`config.mk`:
```
export PLATFORM = sky130hd
export DESIGN_NAME = refcounted_slot_table
export DESIGN_NICKNAME = d
export VERILOG_FILES = /design/src/rtl/core/rcst_pkg.sv /design/src/rtl/core/rcst_key_search.sv /design/src/rtl/core/rcst_free_stack.sv /design/src/rtl/core/refcounted_slot_table.sv
export SDC_FILE = /design/constraint.sdc
export NUM_CORES = 1
export LEC_CHECK = 0
export CORE_MARGIN = 2
export CORE_UTILIZATION = 63
export CTS_BUF_LIST = sky130_fd_sc_hd__clkbuf_16
export DETAILED_ROUTE_END_ITERATION = 12
export DONT_BUFFER_PORTS = 1
export PLACE_DENSITY = 0.79
export SKIP_LAST_GASP = 1
export SLEW_MARGIN = 30
export SYNTH_ARGS = -nofsm -noshare
export SYNTH_HDL_FRONTEND = slang
export SYNTH_SLANG_ARGS = --single-unit
export TNS_END_PERCENT = 100
```
`constraint.sdc`:
```
create_clock -name i_clk -period 5 [get_ports i_clk]
set_input_delay 0.25 -clock i_clk [delete_from_list [all_inputs] [get_ports i_clk]]
set_output_delay 0.25 -clock i_clk [all_outputs]
set_load 0.03 [all_outputs]
```
`src/rtl/core/rcst_pkg.sv`:
```
package rcst_pkg;

    // Reference count width and its saturation value.
    localparam int          CNT_W   = 16;
    localparam logic [15:0] CNT_MAX = 16'hFFFF;

    // Error codes reported with each result.
    localparam logic [1:0] ERR_OK     = 2'd0;
    localparam logic [1:0] ERR_FULL   = 2'd1;
    localparam logic [1:0] ERR_UNUSED = 2'd2;

    // One input transaction.
    typedef struct packed {
        logic        release_valid;
        logic [3:0]  release_slot;
        logic        acquire_valid;
        logic [31:0] acquire_key;
    } t_in_item;

    // One result transaction.
    typedef struct packed {
        logic       slot_valid;
        logic [3:0] slot_index;
        logic       slot_was_new;
        logic       released_freed;
        logic [4:0] table_size;
        logic [1:0] error_code;
    } t_out_item;

    // Control into the key search unit.
    typedef struct packed {
        logic start;
        logic wr_en;
    } t_srch_ctrl;

    // Status out of the key search unit.
    typedef struct packed {
        logic done;
        logic hit;
    } t_srch_stat;

    // Control into the free slot stack.
    typedef struct packed {
        logic push;
        logic pop;
    } t_stk_ctrl;

endpackage

```
`src/rtl/core/rcst_key_search.sv`:
```
module rcst_key_search
    import rcst_pkg::*;
#(
    parameter int SLOTS    = 16,
    parameter int KEY_BITS = 32
) (
    input  logic                         i_clk,
    input  logic                         i_rst_n,
    input  t_srch_ctrl                   i_ctrl,
    input  logic [KEY_BITS-1:0]          i_key,
    input  logic [$clog2(SLOTS+1)-1:0]   i_limit,
    input  logic [SLOTS-1:0]             i_used,
    input  logic [$clog2(SLOTS)-1:0]     i_wr_slot,
    output t_srch_stat                   o_stat,
    output logic [$clog2(SLOTS)-1:0]     o_hit_slot
);

    localparam int SW = $clog2(SLOTS);
    localparam int CW = $clog2(SLOTS + 1);

    logic [KEY_BITS-1:0] key_mem [SLOTS];
    logic [KEY_BITS-1:0] r_key_rd;
    logic                r_busy;
    logic [CW-1:0]       r_rd_idx;
    logic [SW-1:0]       r_cmp_idx;
    logic                r_cmp_vld;
    logic                hit_now;
    logic                end_now;
    logic                issue;

    // One comparator checks the key read in the previous cycle.
    assign hit_now = r_busy && r_cmp_vld && i_used[r_cmp_idx] && (r_key_rd == i_key);
    assign end_now = r_busy && !hit_now && (r_rd_idx >= i_limit);
    assign issue   = r_busy && !hit_now && (r_rd_idx < i_limit);

    assign o_stat.done = hit_now || end_now;
    assign o_stat.hit  = hit_now;
    assign o_hit_slot  = r_cmp_idx;

    // Walk sequencer: one key read issued per cycle, lowest index first.
    always_ff @(posedge i_clk) begin
        if (!i_rst_n) begin
            r_busy    <= 1'b0;
            r_rd_idx  <= '0;
            r_cmp_vld <= 1'b0;
        end else if (i_ctrl.start) begin
            r_busy    <= 1'b1;
            r_rd_idx  <= '0;
            r_cmp_vld <= 1'b0;
        end else if (hit_now || end_now) begin
            r_busy    <= 1'b0;
            r_cmp_vld <= 1'b0;
        end else if (issue) begin
            r_rd_idx  <= r_rd_idx + CW'(1);
            r_cmp_vld <= 1'b1;
        end
    end

    // Key memory with one write port and a registered read port.
    always_ff @(posedge i_clk) begin
        if (i_ctrl.wr_en) begin
            key_mem[i_wr_slot] <= i_key;
        end
        if (issue) begin
            r_key_rd  <= key_mem[r_rd_idx[SW-1:0]];
            r_cmp_idx <= r_rd_idx[SW-1:0];
        end
    end

endmodule

```
`src/rtl/core/rcst_free_stack.sv`:
```
module rcst_free_stack
    import rcst_pkg::*;
#(
    parameter int SLOTS = 16
) (
    input  logic                         i_clk,
    input  logic                         i_rst_n,
    input  t_stk_ctrl                    i_ctrl,
    input  logic [$clog2(SLOTS)-1:0]     i_push_slot,
    output logic [$clog2(SLOTS+1)-1:0]   o_depth,
    output logic [$clog2(SLOTS)-1:0]     o_top
);

    localparam int SW = $clog2(SLOTS);
    localparam int CW = $clog2(SLOTS + 1);

    logic [SW-1:0] stk_mem [SLOTS];
    logic [CW-1:0] r_depth;
    logic [SW-1:0] r_top;
    logic [CW-1:0] pop_pos;
    logic          can_push;

    assign pop_pos  = r_depth - CW'(1);
    assign can_push = r_depth < CW'(SLOTS);
    assign o_depth  = r_depth;
    assign o_top    = r_top;

    // Stack pointer.
    always_ff @(posedge i_clk) begin
        if (!i_rst_n) begin
            r_depth <= '0;
        end else if (i_ctrl.push && can_push) begin
            r_depth <= r_depth + CW'(1);
        end else if (i_ctrl.pop) begin
            r_depth <= pop_pos;
        end
    end

    // Stack memory; the popped entry is registered and ready in the cycle after the pop.
    always_ff @(posedge i_clk) begin
        if (i_ctrl.push && can_push) begin
            stk_mem[r_depth[SW-1:0]] <= i_push_slot;
        end
        if (i_ctrl.pop) begin
            r_top <= stk_mem[pop_pos[SW-1:0]];
        end
    end

endmodule

```
`src/rtl/core/refcounted_slot_table.sv`:
```
// A transaction passes through an optional release write and, with an acquire,
// a key search that reads one slot per cycle, then a slot allocation from the
// free stack or the table end, or a count read and increment on a hit. A new
// transaction is taken only after the last result has entered the output
// register; a full output register holds the result and the sequencer until the consumer takes it.
// Reset (synchronous, active low) clears slot use flags, stack depth and
// table size; key, count and stack memories need no clearing pass.
module refcounted_slot_table
    import rcst_pkg::*;
#(
    parameter int SLOTS    = 16,
    parameter int KEY_BITS = 32
) (
    input  logic      i_clk,
    input  logic      i_rst_n,
    input  logic      i_valid,
    output logic      o_ready,
    input  t_in_item  i_item,
    output logic      o_valid,
    input  logic      i_ready,
    output t_out_item o_result
);

    localparam int SW = $clog2(SLOTS);
    localparam int CW = $clog2(SLOTS + 1);

    typedef enum logic [3:0] {
        S_IDLE,
        S_REL_WR,
        S_ACQ,
        S_SEARCH,
        S_POP,
        S_ALLOC,
        S_HIT_RD,
        S_HIT_WR,
        S_DONE
    } t_state;

    t_state              r_state;
    logic [SLOTS-1:0]    r_used;
    logic [CW-1:0]       r_size;
    logic                r_rel_err;
    logic [SW-1:0]       r_rel_idx;
    logic                r_acq;
    logic [KEY_BITS-1:0] r_key;
    logic [SW-1:0]       r_slot;
    logic                r_slot_valid;
    logic                r_new;
    logic                r_freed;
    logic                r_full;
    logic                r_out_valid;
    t_out_item           r_out;
    logic                out_load;

    logic [CNT_W-1:0]    cnt_mem [SLOTS];
    logic [CNT_W-1:0]    r_cnt_rd;
    logic [CNT_W-1:0]    cnt_dec;
    logic [CNT_W-1:0]    cnt_inc;
    logic [CNT_W-1:0]    cnt_wd;
    logic [SW-1:0]       cnt_ra;
    logic [SW-1:0]       cnt_wa;
    logic                cnt_we;

    logic [8:0]          rel_ext;
    logic [SW-1:0]       rel_idx;
    logic                rel_in_range;
    logic                rel_ok;

    t_srch_ctrl          srch_ctrl;
    t_srch_stat          srch_stat;
    logic [SW-1:0]       srch_slot;
    t_stk_ctrl           stk_ctrl;
    logic [CW-1:0]       stk_depth;
    logic [SW-1:0]       stk_top;

    // Release decode on the incoming transaction.
    assign rel_ext      = 9'(i_item.release_slot);
    assign rel_idx      = rel_ext[SW-1:0];
    assign rel_in_range = rel_ext < 9'(SLOTS);
    assign rel_ok       = i_item.release_valid && rel_in_range && r_used[rel_idx];

    assign o_ready  = (r_state == S_IDLE);
    assign o_valid  = r_out_valid;
    assign o_result = r_out;

    // The finished result moves into the output register once it is free.
    assign out_load = (r_state == S_DONE) && (!r_out_valid || i_ready);

    // Count update values.
    assign cnt_dec = (r_cnt_rd != '0) ? r_cnt_rd - CNT_W'(1) : '0;
    assign cnt_inc = (r_cnt_rd == CNT_MAX) ? r_cnt_rd : r_cnt_rd + CNT_W'(1);

    // Count memory port selection.
    always_comb begin
        cnt_ra = (r_state == S_IDLE) ? rel_idx : r_slot;
        cnt_we = 1'b0;
        cnt_wa = r_slot;
        cnt_wd = CNT_W'(1);
        unique case (r_state)
            S_REL_WR: begin
                cnt_we = 1'b1;
                cnt_wa = r_rel_idx;
                cnt_wd = cnt_dec;
            end
            S_HIT_WR: begin
                cnt_we = 1'b1;
                cnt_wd = cnt_inc;
            end
            S_ALLOC: begin
                cnt_we = 1'b1;
            end
            default: begin
                cnt_we = 1'b0;
            end
        endcase
    end

    // Count memory with a registered read.
    always_ff @(posedge i_clk) begin
        if (cnt_we) begin
            cnt_mem[cnt_wa] <= cnt_wd;
        end
        r_cnt_rd <= cnt_mem[cnt_ra];
    end

    // Controls toward the search unit and the free stack.
    always_comb begin
        srch_ctrl.start = (r_state == S_ACQ) && r_acq;
        srch_ctrl.wr_en = (r_state == S_ALLOC);
        stk_ctrl.push   = (r_state == S_REL_WR) && (cnt_dec == '0);
        stk_ctrl.pop    = (r_state == S_SEARCH) && srch_stat.done && !srch_stat.hit
                          && (stk_depth != '0);
    end

    rcst_key_search #(
        .SLOTS    (SLOTS),
        .KEY_BITS (KEY_BITS)
    ) u_search (
        .i_clk      (i_clk),
        .i_rst_n    (i_rst_n),
        .i_ctrl     (srch_ctrl),
        .i_key      (r_key),
        .i_limit    (r_size),
        .i_used     (r_used),
        .i_wr_slot  (r_slot),
        .o_stat     (srch_stat),
        .o_hit_slot (srch_slot)
    );

    rcst_free_stack #(
        .SLOTS (SLOTS)
    ) u_stack (
        .i_clk       (i_clk),
        .i_rst_n     (i_rst_n),
        .i_ctrl      (stk_ctrl),
        .i_push_slot (r_rel_idx),
        .o_depth     (stk_depth),
        .o_top       (stk_top)
    );

    // Sequencer, slot flags and the output register.
    always_ff @(posedge i_clk) begin
        if (!i_rst_n) begin
            r_state     <= S_IDLE;
            r_used      <= '0;
            r_size      <= '0;
            r_out_valid <= 1'b0;
        end else begin
            if (out_load) begin
                r_out_valid <= 1'b1;
            end else if (i_ready) begin
                r_out_valid <= 1'b0;
            end
            unique case (r_state)
                S_IDLE: begin
                    if (i_valid) begin
                        r_rel_err    <= i_item.release_valid
                                        && !(rel_in_range && r_used[rel_idx]);
                        r_rel_idx    <= rel_idx;
                        r_acq        <= i_item.acquire_valid;
                        r_key        <= KEY_BITS'(i_item.acquire_key);
                        r_slot_valid <= 1'b0;
                        r_new        <= 1'b0;
                        r_freed      <= 1'b0;
                        r_full       <= 1'b0;
                        r_state      <= rel_ok ? S_REL_WR : S_ACQ;
                    end
                end
                S_REL_WR: begin
                    if (cnt_dec == '0) begin
                        r_used[r_rel_idx] <= 1'b0;
                        r_freed           <= 1'b1;
                    end
                    r_state <= S_ACQ;
                end
                S_ACQ: begin
                    r_state <= r_acq ? S_SEARCH : S_DONE;
                end
                S_SEARCH: begin
                    if (srch_stat.done) begin
                        if (srch_stat.hit) begin
                            r_slot  <= srch_slot;
                            r_state <= S_HIT_RD;
                        end else if (stk_depth != '0) begin
                            r_state <= S_POP;
                        end else if (r_size < CW'(SLOTS)) begin
                            r_slot  <= r_size[SW-1:0];
                            r_size  <= r_size + CW'(1);
                            r_state <= S_ALLOC;
                        end else begin
                            r_full  <= 1'b1;
                            r_state <= S_DONE;
                        end
                    end
                end
                S_POP: begin
                    r_slot  <= stk_top;
                    r_state <= S_ALLOC;
                end
                S_ALLOC: begin
                    r_used[r_slot] <= 1'b1;
                    r_slot_valid   <= 1'b1;
                    r_new          <= 1'b1;
                    r_state        <= S_DONE;
                end
                S_HIT_RD: begin
                    r_state <= S_HIT_WR;
                end
                S_HIT_WR: begin
                    r_slot_valid <= 1'b1;
                    r_state      <= S_DONE;
                end
                S_DONE: begin
                    if (out_load) begin
                        r_out.slot_valid     <= r_slot_valid;
                        r_out.slot_index     <= r_slot_valid ? 4'(r_slot) : 4'd0;
                        r_out.slot_was_new   <= r_new;
                        r_out.released_freed <= r_freed;
                        r_out.table_size     <= 5'(r_size);
                        r_out.error_code     <= r_full    ? ERR_FULL :
                                                r_rel_err ? ERR_UNUSED : ERR_OK;
                        r_state              <= S_IDLE;
                    end
                end
                default: begin
                    r_state <= S_IDLE;
                end
            endcase
        end
    end

endmodule

```
==> reports/qor.txt <==
Worst-path maximum fanout = 9
Antenna viol nets, final = 0
Initial Util = 64.0%
Critical path depth = 9
CP peak stage delay = 0.83 ns
Vias/cell = 6.94
# diodes = 0
# setup viols final = 0
Min-delay src = i_item[37]
Vias in the first global route = 20200
Vias = 20000
Slew margin rel. = 34.9%
Post-route clock period utilization = 81.8%
Ports = 58
Root Driver = clkbuf_16
Pwr Total = 17200 uW
Die ar. = 63500 um2
CTS tree = built
DR top layer = met4
Initial antenna violation count = 0
CP startpoint = r_cnt_rd[0]
Kind of critical path = reg -> reg
Async set-reset flop share out of synthesis = 0%
Commonest non-fill, non-tap cell in the layout = edfxtp_1
Post-CTS Setup Inserts = 0
Setup tns final = 0 ns
Clk_skew = 0.0291 ns
Worst R2R Start = r_cnt_rd[0]
Post-cts resize count = 0
Tot GR Track Use = 28.5%
Max Fclk = 245 MHz
CP max-delay cell = nor4b_1
Status = completed
Worst Path Required = 5.26 ns
Min Tclk post-route = 4.09 ns
CP Launch Type = flop
Clock sink count = 986
Post-synth cell types = 70
CP Cell Sequence = inv_1, ha_1, nor3b_1, nand3_1, nor2_1, o22ai_1, nor3_4, nand2b_2, nor4b_1
Main flop type after synthesis = edfxtp_1
RSZ-0062 raised after global routing = no
Syn. warnings = 0
Hold Crit Class = in -> reg
Worst skew pair latency = 0.65 ns
Max cap viols = 0
Sequential fraction of the synthesis area = 75.0%
Met2 routed WL = 43.9 mm
Worst setup EP type = flop
Htree depth = 3
Hold Fails Final Rpt = 0
Die Y = 252 um
Area share of the largest cell type after synthesis = 72.2%
Die Wd = 252 um
Initial DRC Count = 2517
WP buf/inv = 1
Reg clk slew, reported paths = 0.07 ns
Mapped cell area = 38800 um2
Hold_buf cts = 42
Wire length per cell = 30.9 um
Worst path arrival time = 4.34 ns
EDFF count, synth = 932
PD cells = 394 nW/um2
Syn Area/Cell = 20.2 um2
Row count = 90
Area Overhead vs Synth = 12.5%
DR DRC count = 0
Grt total ovfl = 0
Most frequent cells in the layout = 932 x edfxtp_1, 252 x mux4_2, 97 x clkbuf_16, 62 x nand2_1, 56 x buf_4
Port buffer count = 0
First-pass GRT wire length = 131 mm
Pleak = 0.0135 uW
Cell taking the most area after synthesis = edfxtp_1
Syn Inst Count = 1922
DRT Pass-1 Iters = 9
Seq cells post-synth = 986
VDD IR max = 0.336 mV
Core area = 60600 um2
Share of cells above drive strength 1 = 24.2%
Hold Crit Depth = 3
Nets = 2081
Largest net degree at the start of global routing = 56
Placer Congestion = 0.891
CTS buffer count = 94
R2R depth = 9
Post-DP HPWL = 47.5 mm
Clock Tree Buf Depth = 3
Top cells by area in the synthesized netlist = edfxtp_1 72%, mux4_2 15%, dfxtp_1 2.8%, xnor2_1 0.93%, clkbuf_1 0.70%
Slew Viols, Final = 0
Placed insts = 2669
Mapped Nets = 1978
Worst-margin pin slew = 0.963 ns
Final Non-Filler Cells = 2880
Met3 wire length = 8.70 mm
Routed Wire Length = 88.9 mm
Routed length on met1 = 33.6 mm
Top delay family on crit path = simple AND/OR/NAND/NOR gates
-- sequential cells by signal, indices dropped and copies added (netlist names), 14 cells and up --
register	count
u_search.key_mem	512
cnt_mem	256
u_stack.stk_mem	64
r_key	32
u_search.r_key_rd	32
r_cnt_rd	16
r_used	16
o_result	14
-- cell type report --
| class | count | area (um2) |
|---|---|---|
| flip-flops and latches | 986 | 29100 |
| fillers | 3406 | 17000 |
| multi-input cells | 809 | 9440 |
| clock buffers | 97 | 2430 |
| repair buffers | 107 | 993 |
| well taps | 782 | 978 |
| clock inverters | 72 | 602 |
| inverters | 27 | 101 |
-- through the flow --
stage / util (%) / setup WS [ns] / area (um2) / hold WS (ns)
final: 72.0 / 0.912 / 43600 / 0.0243
after global routing: 72.0 / 0.701 / 43600 / 0.0370
after CTS: 71.9 / 1.07 / 43600 / 0.00956
after detailed placement: 66.2 / 1.19 / 40100 / 0.349
after global placement: 66.0 / 1.29 / 40000 / 0.349
after floorplan: - / 0.940 / 38800 / 0.349
-- cells by family after synthesis --
family                   after synthesis  share of synthesized area [%]
AO/OA/AOI/OAI                        167                           2.82
flip-flops                           986                           75.0
adder cells (fa/ha/maj)               14                          0.452
AND/OR/NAND/NOR                      307                           4.17
multiplexers                         272                           15.2
buffers and inverters                127                           1.29
XOR/XNOR                              49                           1.11
-- path summary, 6_finish.rpt --
kind	to	slack (ns)
worst max register to register	u_stack.stk_mem[6][2]	0.91
worst min register to register	o_result[8]	0.42
worst max-delay path	u_stack.stk_mem[6][2]	0.91
worst min-delay path	r_state[1]	0.02
-- routing by layer --
metal	global-route usage (%)	up-vias
met5	0	-
li1	-	8173
met2	45.7	1278
met4	10.0	0
met1	40.1	10300
met3	5.36	204
-- where the power goes --
part | total [uW] | switching, uW | internal, uW
clock network | 7010 | 2990 | 4020
logic | 816 | 474 | 342
registers | 9350 | 205 | 9150
-- Yosys cell counts (all sizes together) (5+ instances only) --
cell type	count
a31oi	26
edfxtp	932
clkbuf	73
a211oi	22
inv	25
nor4	12
xnor2	41
a21oi	38
o22ai	11
nand2	62
o21ai	35
or3	5
nor2	69
mux2i	17
xor2	8
dfxtp	54
and3	13
ha	14
nand4	28
nand3	19
nor3b	7
mux4	252
nand2b	9
buf	27
and2	26
nor3	33
nor2b	10
-- worst register-to-register path, delay by kind of cell (launching register included) --
family | cells | cell delay [ns]
AOI/OAI and AO/OA | 1 | 0.26
buffers and inverters | 1 | 0.15
adders and majority gates | 1 | 0.26
and+or+nand+nor | 6 | 2.63
DFF | 1 | 0.38
No activity file was read; power rests on OpenSTA's default activity.
